===== src/rtl/assert_macros.svh =====
// Assertion macros used by the cache RTL.
`ifndef ASSERT_MACROS_SVH
`define ASSERT_MACROS_SVH

// Property checked at every rising edge of clk while reset is released.
`define ASSERT_ALWAYS(label, clk, rst_n, prop, msg) \
    label: assert property (@(posedge clk) disable iff (!rst_n) (prop)) else $error(msg);

// Implication checked in the same cycle while reset is released.
`define ASSERT_IMPLY(label, clk, rst_n, ante, cons, msg) \
    label: assert property (@(posedge clk) disable iff (!rst_n) (ante) |-> (cons)) \
        else $error(msg);

`endif


===== src/rtl/lkvc_pkg.sv =====
// Types and constants of the LRU key/value cache.
`default_nettype none

package lkvc_pkg;

    localparam int ENTRIES_DEF = 16;
    localparam int CAP_RESET   = 16;
    localparam int KEY_W       = 32;
    localparam int VAL_W       = 32;
    localparam int CFG_W       = 5;

    localparam logic KIND_GET = 1'b0;
    localparam logic KIND_PUT = 1'b1;

    localparam logic [VAL_W-1:0] MISS_VALUE = '1;

    typedef enum logic [2:0] {
        ST_IDLE,
        ST_SCAN,
        ST_DECIDE,
        ST_EMIT,
        ST_UPD
    } t_state;

endpackage

`default_nettype wire


===== src/rtl/lru_key_value_cache.sv =====
// Fully associative key/value cache with LRU replacement over one entry memory.
`default_nettype none

`include "assert_macros.svh"

// A get (tuser 0) looks up tdata[31:0] and returns one result: tuser = hit,
// tdata = stored value, or all ones on a miss. A put (tuser 1) stores
// tdata[63:32] under key tdata[31:0] and returns nothing; when the store
// already holds capacity entries, the least recently used entry is replaced.
// Entries live in one memory (key, value, recency rank) with a registered read.
// Each item first scans the memory one entry per cycle to find the key, a free
// slot and the oldest entry, then, when recency changes, sweeps it again with a
// read-modify-write of each rank: a get miss needs only the scan, a put and a
// get hit both sweeps. Capacity writes (clamped to 1..ENTRIES) take effect only
// while the cache is empty. A finished result waits in an output register, so
// the next item can be taken while it is not yet read.
module lru_key_value_cache
    import lkvc_pkg::*;
#(
    parameter int ENTRIES = ENTRIES_DEF
) (
    input  wire                     i_clk,
    input  wire                     i_rst_n,
    // configuration: capacity
    input  wire                     i_cfg_valid,
    output logic                    o_cfg_ready,
    input  wire  [CFG_W-1:0]        i_cfg_data,
    // requests
    input  wire                     i_s_axis_tvalid,
    output logic                    o_s_axis_tready,
    input  wire  [KEY_W+VAL_W-1:0]  i_s_axis_tdata,   // key, value
    input  wire                     i_s_axis_tuser,   // kind
    // results
    output logic                    o_m_axis_tvalid,
    input  wire                     i_m_axis_tready,
    output logic [VAL_W-1:0]        o_m_axis_tdata,   // read_value
    output logic                    o_m_axis_tuser    // hit
);

    localparam int IW    = (ENTRIES > 1) ? $clog2(ENTRIES) : 1;
    localparam int AW    = IW;
    localparam int CNT_W = $clog2(ENTRIES + 1);
    localparam int CMP_W = (CNT_W > CFG_W) ? CNT_W : CFG_W;
    localparam int MW    = AW + VAL_W + KEY_W;
    localparam int CAP_INIT = (CAP_RESET > ENTRIES) ? ENTRIES : CAP_RESET;
    localparam logic [IW-1:0]    LAST_IDX = IW'(ENTRIES - 1);
    localparam logic [CNT_W-1:0] N_CNT    = CNT_W'(ENTRIES);

    // entry memory: {age, value, key}
    logic [MW-1:0]      r_mem [ENTRIES];
    logic [MW-1:0]      r_rd_data;

    t_state             r_state;
    t_state             n_state;

    logic [ENTRIES-1:0] r_valid;
    logic [CNT_W-1:0]   r_count;
    logic [CNT_W-1:0]   r_cap;

    logic [CNT_W-1:0]   r_idx;
    logic               r_chk;
    logic [IW-1:0]      r_chk_idx;

    // current item
    logic               r_kind;
    logic [KEY_W-1:0]   r_key;
    logic [VAL_W-1:0]   r_val;

    // scan results
    logic               r_hit;
    logic [IW-1:0]      r_hit_idx;
    logic [AW-1:0]      r_hit_age;
    logic [VAL_W-1:0]   r_hit_val;
    logic               r_free_found;
    logic [IW-1:0]      r_free_idx;
    logic               r_vic_found;
    logic [IW-1:0]      r_vic_idx;
    logic [AW-1:0]      r_vic_age;

    // update plan
    logic [IW-1:0]      r_tgt_idx;
    logic [AW-1:0]      r_old_rank;
    logic               r_inc_all;
    logic [VAL_W-1:0]   r_tgt_val;

    // output register
    logic               r_out_valid;
    logic               r_out_hit;
    logic [VAL_W-1:0]   r_out_data;

    // control
    logic               in_xfer;
    logic               issue;
    logic               out_free;
    logic               out_load;
    logic               mem_we;
    logic [MW-1:0]      mem_wd;
    logic               cap_we;
    logic [CNT_W-1:0]   cap_clamped;
    logic [CMP_W-1:0]   cfg_ext;
    logic               rd_valid;
    logic [KEY_W-1:0]   rd_key;
    logic [VAL_W-1:0]   rd_val;
    logic [AW-1:0]      rd_age;
    logic               full;

    assign rd_key   = r_rd_data[KEY_W-1:0];
    assign rd_val   = r_rd_data[KEY_W+VAL_W-1:KEY_W];
    assign rd_age   = r_rd_data[MW-1:KEY_W+VAL_W];
    assign rd_valid = r_valid[r_chk_idx];
    assign full     = (r_count >= r_cap);
    assign out_free = !r_out_valid || i_m_axis_tready;

    assign cfg_ext = CMP_W'(i_cfg_data);
    always_comb begin
        priority if (i_cfg_data == '0) begin
            cap_clamped = CNT_W'(1);
        end else if (cfg_ext > CMP_W'(ENTRIES)) begin
            cap_clamped = N_CNT;
        end else begin
            cap_clamped = CNT_W'(cfg_ext);
        end
    end

    // next state
    always_comb begin
        n_state = r_state;
        unique case (r_state)
            ST_IDLE: begin
                if (i_s_axis_tvalid) n_state = ST_SCAN;
            end
            ST_SCAN: begin
                if (r_chk && (r_chk_idx == LAST_IDX)) n_state = ST_DECIDE;
            end
            ST_DECIDE: begin
                n_state = (r_kind == KIND_GET) ? ST_EMIT : ST_UPD;
            end
            ST_EMIT: begin
                if (out_free) n_state = r_hit ? ST_UPD : ST_IDLE;
            end
            ST_UPD: begin
                if (r_chk && (r_chk_idx == LAST_IDX)) n_state = ST_IDLE;
            end
            default: n_state = ST_IDLE;
        endcase
    end

    // state outputs
    always_comb begin
        o_s_axis_tready = 1'b0;
        issue           = 1'b0;
        out_load        = 1'b0;
        mem_we          = 1'b0;
        mem_wd          = r_rd_data;
        unique case (r_state)
            ST_IDLE: begin
                o_s_axis_tready = 1'b1;
            end
            ST_SCAN: begin
                issue = (r_idx < N_CNT);
            end
            ST_DECIDE: begin
            end
            ST_EMIT: begin
                out_load = out_free;
            end
            ST_UPD: begin
                issue = (r_idx < N_CNT);
                if (r_chk) begin
                    if (r_chk_idx == r_tgt_idx) begin
                        mem_we = 1'b1;
                        mem_wd = {AW'(0), r_tgt_val, r_key};
                    end else if (rd_valid && (r_inc_all || (rd_age < r_old_rank))) begin
                        mem_we = 1'b1;
                        mem_wd = {rd_age + AW'(1), rd_val, rd_key};
                    end
                end
            end
            default: begin
            end
        endcase
    end

    assign in_xfer     = i_s_axis_tvalid && o_s_axis_tready;
    assign o_cfg_ready = 1'b1;
    assign cap_we      = i_cfg_valid && (r_count == '0);

    // entry memory: one write and one registered read per cycle; the update
    // sweep writes the entry read the cycle before, never the one read now
    always_ff @(posedge i_clk) begin
        if (mem_we) begin
            r_mem[r_chk_idx] <= mem_wd;
        end
        r_rd_data <= r_mem[r_idx[IW-1:0]];
    end

    // control state
    always_ff @(posedge i_clk) begin
        if (!i_rst_n) begin
            r_state     <= ST_IDLE;
            r_valid     <= '0;
            r_count     <= '0;
            r_cap       <= CNT_W'(CAP_INIT);
            r_idx       <= '0;
            r_chk       <= 1'b0;
            r_out_valid <= 1'b0;
        end else begin
            r_state <= n_state;
            r_chk   <= issue;
            if (issue) begin
                r_idx <= r_idx + CNT_W'(1);
            end else if (r_state != ST_SCAN && r_state != ST_UPD) begin
                r_idx <= '0;
            end
            if (cap_we) begin
                r_cap <= cap_clamped;
            end
            // insert into a free slot
            if (r_state == ST_DECIDE && r_kind == KIND_PUT && !r_hit && !full) begin
                r_valid[r_free_idx] <= 1'b1;
                r_count             <= r_count + CNT_W'(1);
            end
            if (out_load) begin
                r_out_valid <= 1'b1;
            end else if (i_m_axis_tready) begin
                r_out_valid <= 1'b0;
            end
        end
    end

    // payload
    always_ff @(posedge i_clk) begin
        r_chk_idx <= r_idx[IW-1:0];
        if (in_xfer) begin
            r_kind       <= i_s_axis_tuser;
            r_key        <= i_s_axis_tdata[KEY_W-1:0];
            r_val        <= i_s_axis_tdata[KEY_W+VAL_W-1:KEY_W];
            r_hit        <= 1'b0;
            r_free_found <= 1'b0;
            r_vic_found  <= 1'b0;
        end else if (r_state == ST_SCAN && r_chk) begin
            if (rd_valid && (rd_key == r_key)) begin
                r_hit     <= 1'b1;
                r_hit_idx <= r_chk_idx;
                r_hit_age <= rd_age;
                r_hit_val <= rd_val;
            end
            if (!rd_valid && !r_free_found) begin
                r_free_found <= 1'b1;
                r_free_idx   <= r_chk_idx;
            end
            // ties go to the higher slot
            if (rd_valid && (!r_vic_found || (rd_age >= r_vic_age))) begin
                r_vic_found <= 1'b1;
                r_vic_idx   <= r_chk_idx;
                r_vic_age   <= rd_age;
            end
        end
        if (r_state == ST_DECIDE) begin
            r_tgt_val <= (r_kind == KIND_PUT) ? r_val : r_hit_val;
            priority if (r_hit) begin
                r_tgt_idx  <= r_hit_idx;
                r_old_rank <= r_hit_age;
                r_inc_all  <= 1'b0;
            end else if (!full) begin
                r_tgt_idx  <= r_free_idx;
                r_old_rank <= '0;
                r_inc_all  <= 1'b1;
            end else begin
                r_tgt_idx  <= r_vic_idx;
                r_old_rank <= r_vic_age;
                r_inc_all  <= 1'b0;
            end
        end
        if (out_load) begin
            r_out_hit  <= r_hit;
            r_out_data <= r_hit ? r_hit_val : MISS_VALUE;
        end
    end

    assign o_m_axis_tvalid = r_out_valid;
    assign o_m_axis_tdata  = r_out_data;
    assign o_m_axis_tuser  = r_out_hit;

    `ASSERT_ALWAYS(a_count_le_cap, i_clk, i_rst_n, r_count <= r_cap, "occupancy above capacity")
    `ASSERT_ALWAYS(a_count_matches_valid, i_clk, i_rst_n,
        $countones(r_valid) == r_count, "occupancy count disagrees with valid bits")
    `ASSERT_IMPLY(a_miss_value, i_clk, i_rst_n, o_m_axis_tvalid && !o_m_axis_tuser,
        o_m_axis_tdata == MISS_VALUE, "miss result without all-ones value")
    `ASSERT_IMPLY(a_target_valid, i_clk, i_rst_n, r_state == ST_UPD,
        r_valid[r_tgt_idx], "rank update aimed at an empty slot")

endmodule

`default_nettype wire


===== config.mk =====
export PLATFORM = sky130hd
export DESIGN_NAME = lru_key_value_cache
export DESIGN_NICKNAME = d
export VERILOG_FILES = /design/src/rtl/lkvc_pkg.sv /design/src/rtl/lru_key_value_cache.sv
export VERILOG_INCLUDE_DIRS = /design/src /design/src/rtl
export SDC_FILE = /design/constraint.sdc
export NUM_CORES = 1
export LEC_CHECK = 0
export BUFFER_PORTS_ARGS = -buffer_cell sky130_fd_sc_hd__buf_2
export CAP_MARGIN = 20
export CORE_MARGIN = 8
export CORE_UTILIZATION = 40
export DETAILED_ROUTE_END_ITERATION = 6
export HOLD_SLACK_MARGIN = 0.08
export MAX_ROUTING_LAYER = met4
export PLACE_DENSITY = 0.59
export SYNTH_ARGS = -nofsm -noshare
export SYNTH_HDL_FRONTEND = slang
export SYNTH_SLANG_ARGS = --single-unit

===== constraint.sdc =====
create_clock -name i_clk -period 15.53 [get_ports i_clk]
set_input_delay 1.553 -clock i_clk [delete_from_list [all_inputs] [get_ports i_clk]]
set_output_delay 1.553 -clock i_clk [all_outputs]
set_load 0.03 [all_outputs]

==> results.toml <==
[floorplan]
die_w_um = 377
start_util = 0.403
ios = 111
num_rows = 132
die_area_um2 = 142000
core_um2 = 129000
die_height_um = 377

[yosys]
synth_edf_count = 1279
syn_area_per_cell_um2 = 23.0
synth_most_common_cell = "edfxtp_1"
netlist_top_cells_count = "1279 x edfxtp_1, 341 x mux4_2, 111 x dfxtp_1"
synth_nets = 2350
ys_async_sr_fraction = 0
synth-seq-cells = 1390
yosysTopAreaCellShare = 0.738
yosysWarnings = 0
synth_cells = 2259
synth_area_um2 = 52100
synth_ff_type = "edfxtp_1"
synth_area_leaders = "edfxtp_1 74%, mux4_2 15%, dfxtp_1 4.3%, mux2_2 2.3%, xor2_1 0.59%"
synth_top_cell_by_area = "edfxtp_1"
synth_cell_types = 51
yosysSeqAreaShare = 0.780

[global_routing]
grt_max_degree = 129
grt_pass1_wl_mm = 164
gr-total-overflow = 0
grt_usage = 0.160
grt_pass1_vias = 24500
grt_antenna_before_repair = 1

[finish]
final_util = 0.461
stdcell_count = 4322
drive_above_1_share = 0.329
areaGrowthSynthToFinish_pct = 14.5
fillers = 10600
nets = 2552
finalInstanceArea_um2 = 59600
n_antenna_cell = 0

[clock_tree]
clk_latency_ns = 0.74
clockBufferDepth = 3
cts_made_buffers = 142
postCtsHoldBufs = 0
post-cts-setup-buffers = 0
htreeDepth = 4
cts_resized = 0
cts_tree = "built"
cts-root-buf = "clkbuf_16"
clock-sinks = 1390
clk_pin_slew_ns = 0.06

[route]
vias = 23200
drc = 0
routedWlPerCell_um = 25.7
vias_per_cell = 5.37
ant_nets = 0
routed_wl_mm = 111
drt_pass1_iterations = 7
drtIter0Drc = 1741

[timing]
fmax_mhz = 227
setup_violations = 0
rsz0062_at_grt = "no"
fin_setup_tns_ns = 0
min_period_ns = 4.40
tightestPinTransition_ns = 1.08
slew_viol_final = 0
slew_headroom = 0.274
fin_crit_sh = 0.283
holdWs_ns = 0.425
setup_ws_ns = 11.13
hold_violations = 0
skew_ns = 0.0264

[critical_path]
startpoint = "r_chk_idx[1]"
ff2ff_path_depth = 8
r2r_start = "r_chk_idx[1]"
worstSetupEndpointType = "register"
required_ns = 15.88
critPathCapture = "r_mem[13][45]"
cp_max_fo = 35
timing.rr.end = "r_mem[13][45]"
ff2ff_setup_slack_ns = 11.13
worstSetupPathType = "register to register"
arrival_ns = 4.75
setup.worst_path.start_class = "register"

[status]
status = "finished clean"

[power]
combPwrFrac = 0.023
vdd_drop_max_mv = 0.0844
p_total_mw = 7.67
internal_power_mw = 6.16
power_frac_seq = 0.536
swShare = 0.197
p_switching_mw = 1.51
p_leak_nw = 18.5
powerDensity_nw_per_um2 = 129
clock_power_share = 0.441

[placement]
portBuffers = 109
placed_area_um2 = 54800
place_ws_ns = 11.11
hpwl_mm = 59.7
place_inst = 4054
gp_congestion = 0.734

[worst_hold_path]
min_path_type = "register to register"

[flow_run]
maxCapViolations = 0
-- flip-flops by register name, summed over array words and instances (netlist names), 5 cells and up --
register / flops
o_m_axis_tdata: 32
r_cap: 5
r_count: 5
r_hit_val: 32
r_idx: 5
r_key: 32
r_mem: 1088
r_rd_data: 68
r_tgt_val: 32
r_val: 32
r_valid: 16
-- final cells by class --
type | instances | area [um2] | area share
multi-input combinational | 743 | 11000 | 0.184
timing repair buffer | 167 | 1040 | 0.0174
tap | 1742 | 2180 | 0.0366
inverter | 17 | 66.3 | 0.00111
sequential | 1390 | 40600 | 0.682
clock inverter | 66 | 718 | 0.0120
clock buffer | 197 | 3990 | 0.0668
-- worst max-delay path: stages (launching register included) --
cell	delay (ns)
dfxtp_1	0.76
xnor2_1	0.19
nand3_1	0.14
nor3_2	0.17
buf_4	0.48
and2b_1	0.57
nor3_2	0.31
buf_4	0.62
buf_4	0.71
-- cells in the final DEF, fill, tap and decap left out, drive strengths merged, types with 5 or more instances in the layout --
cell and count:
edfxtp 1279, mux4 344, clkbuf 197, buf 167
dfxtp 111, mux2 105, nand2b 46, clkinv 44
nand2 42, xor2 35, o21ai 26, inv 23
ha 16, nor2 16, nor3 14, nor4 14
bufinv 11, a21oi 8, nand3b 7, nor2b 7
xnor2 6, mux2i 6, nand4 6, clkinvlp 5
nor3b 5
-- power by group through the flow --
stage	clock network [mW]	logic [mW]	registers (mW)
5_1_grt	3.60	0.196	4.11
2_1_floorplan	0	0.134	4.17
3_3_place_gp	0	0.176	4.19
3_5_place_dp	0	0.182	4.19
6_report	3.38	0.180	4.11
4_1_cts	3.46	0.183	4.11
-- how the worst min path moves through the flow --
stage	slack, ns	cells after the start	from	to
6_report	0.42	0	r_rd_data[37]	r_hit_val[5]
5_1_grt	0.43	0	r_rd_data[37]	r_hit_val[5]
3_3_place_gp	0.41	0	r_rd_data[37]	r_hit_val[5]
2_1_floorplan	0.33	0	r_idx[2]	r_chk_idx[2]
4_1_cts	0.42	0	r_rd_data[57]	r_hit_val[25]
3_5_place_dp	0.41	0	r_rd_data[37]	r_hit_val[5]
-- metal layers --
layer  GRT usage  vias up  wire length [um]
met5           -        -                 0
met4      0.0394        0              2040
li1            -     9853                 -
met2       0.257      652             54500
met3      0.0277      142              5820
met1       0.214    12600             48800
-- logic make-up after synthesis --
| logic type | after synthesis | share of synthesized area |
|---|---|---|
| and+or+nand+nor | 176 | 0.0187 |
| AOI/OAI and AO/OA | 53 | 0.00634 |
| buffers and inverters | 126 | 0.0108 |
| other | 1 | 0.0000720 |
| adders and majority gates | 17 | 0.00404 |
| xor gates and xnor gates | 41 | 0.00690 |
| muxes | 455 | 0.173 |
| DFF | 1390 | 0.780 |
Power figures use the tool's default switching activity.
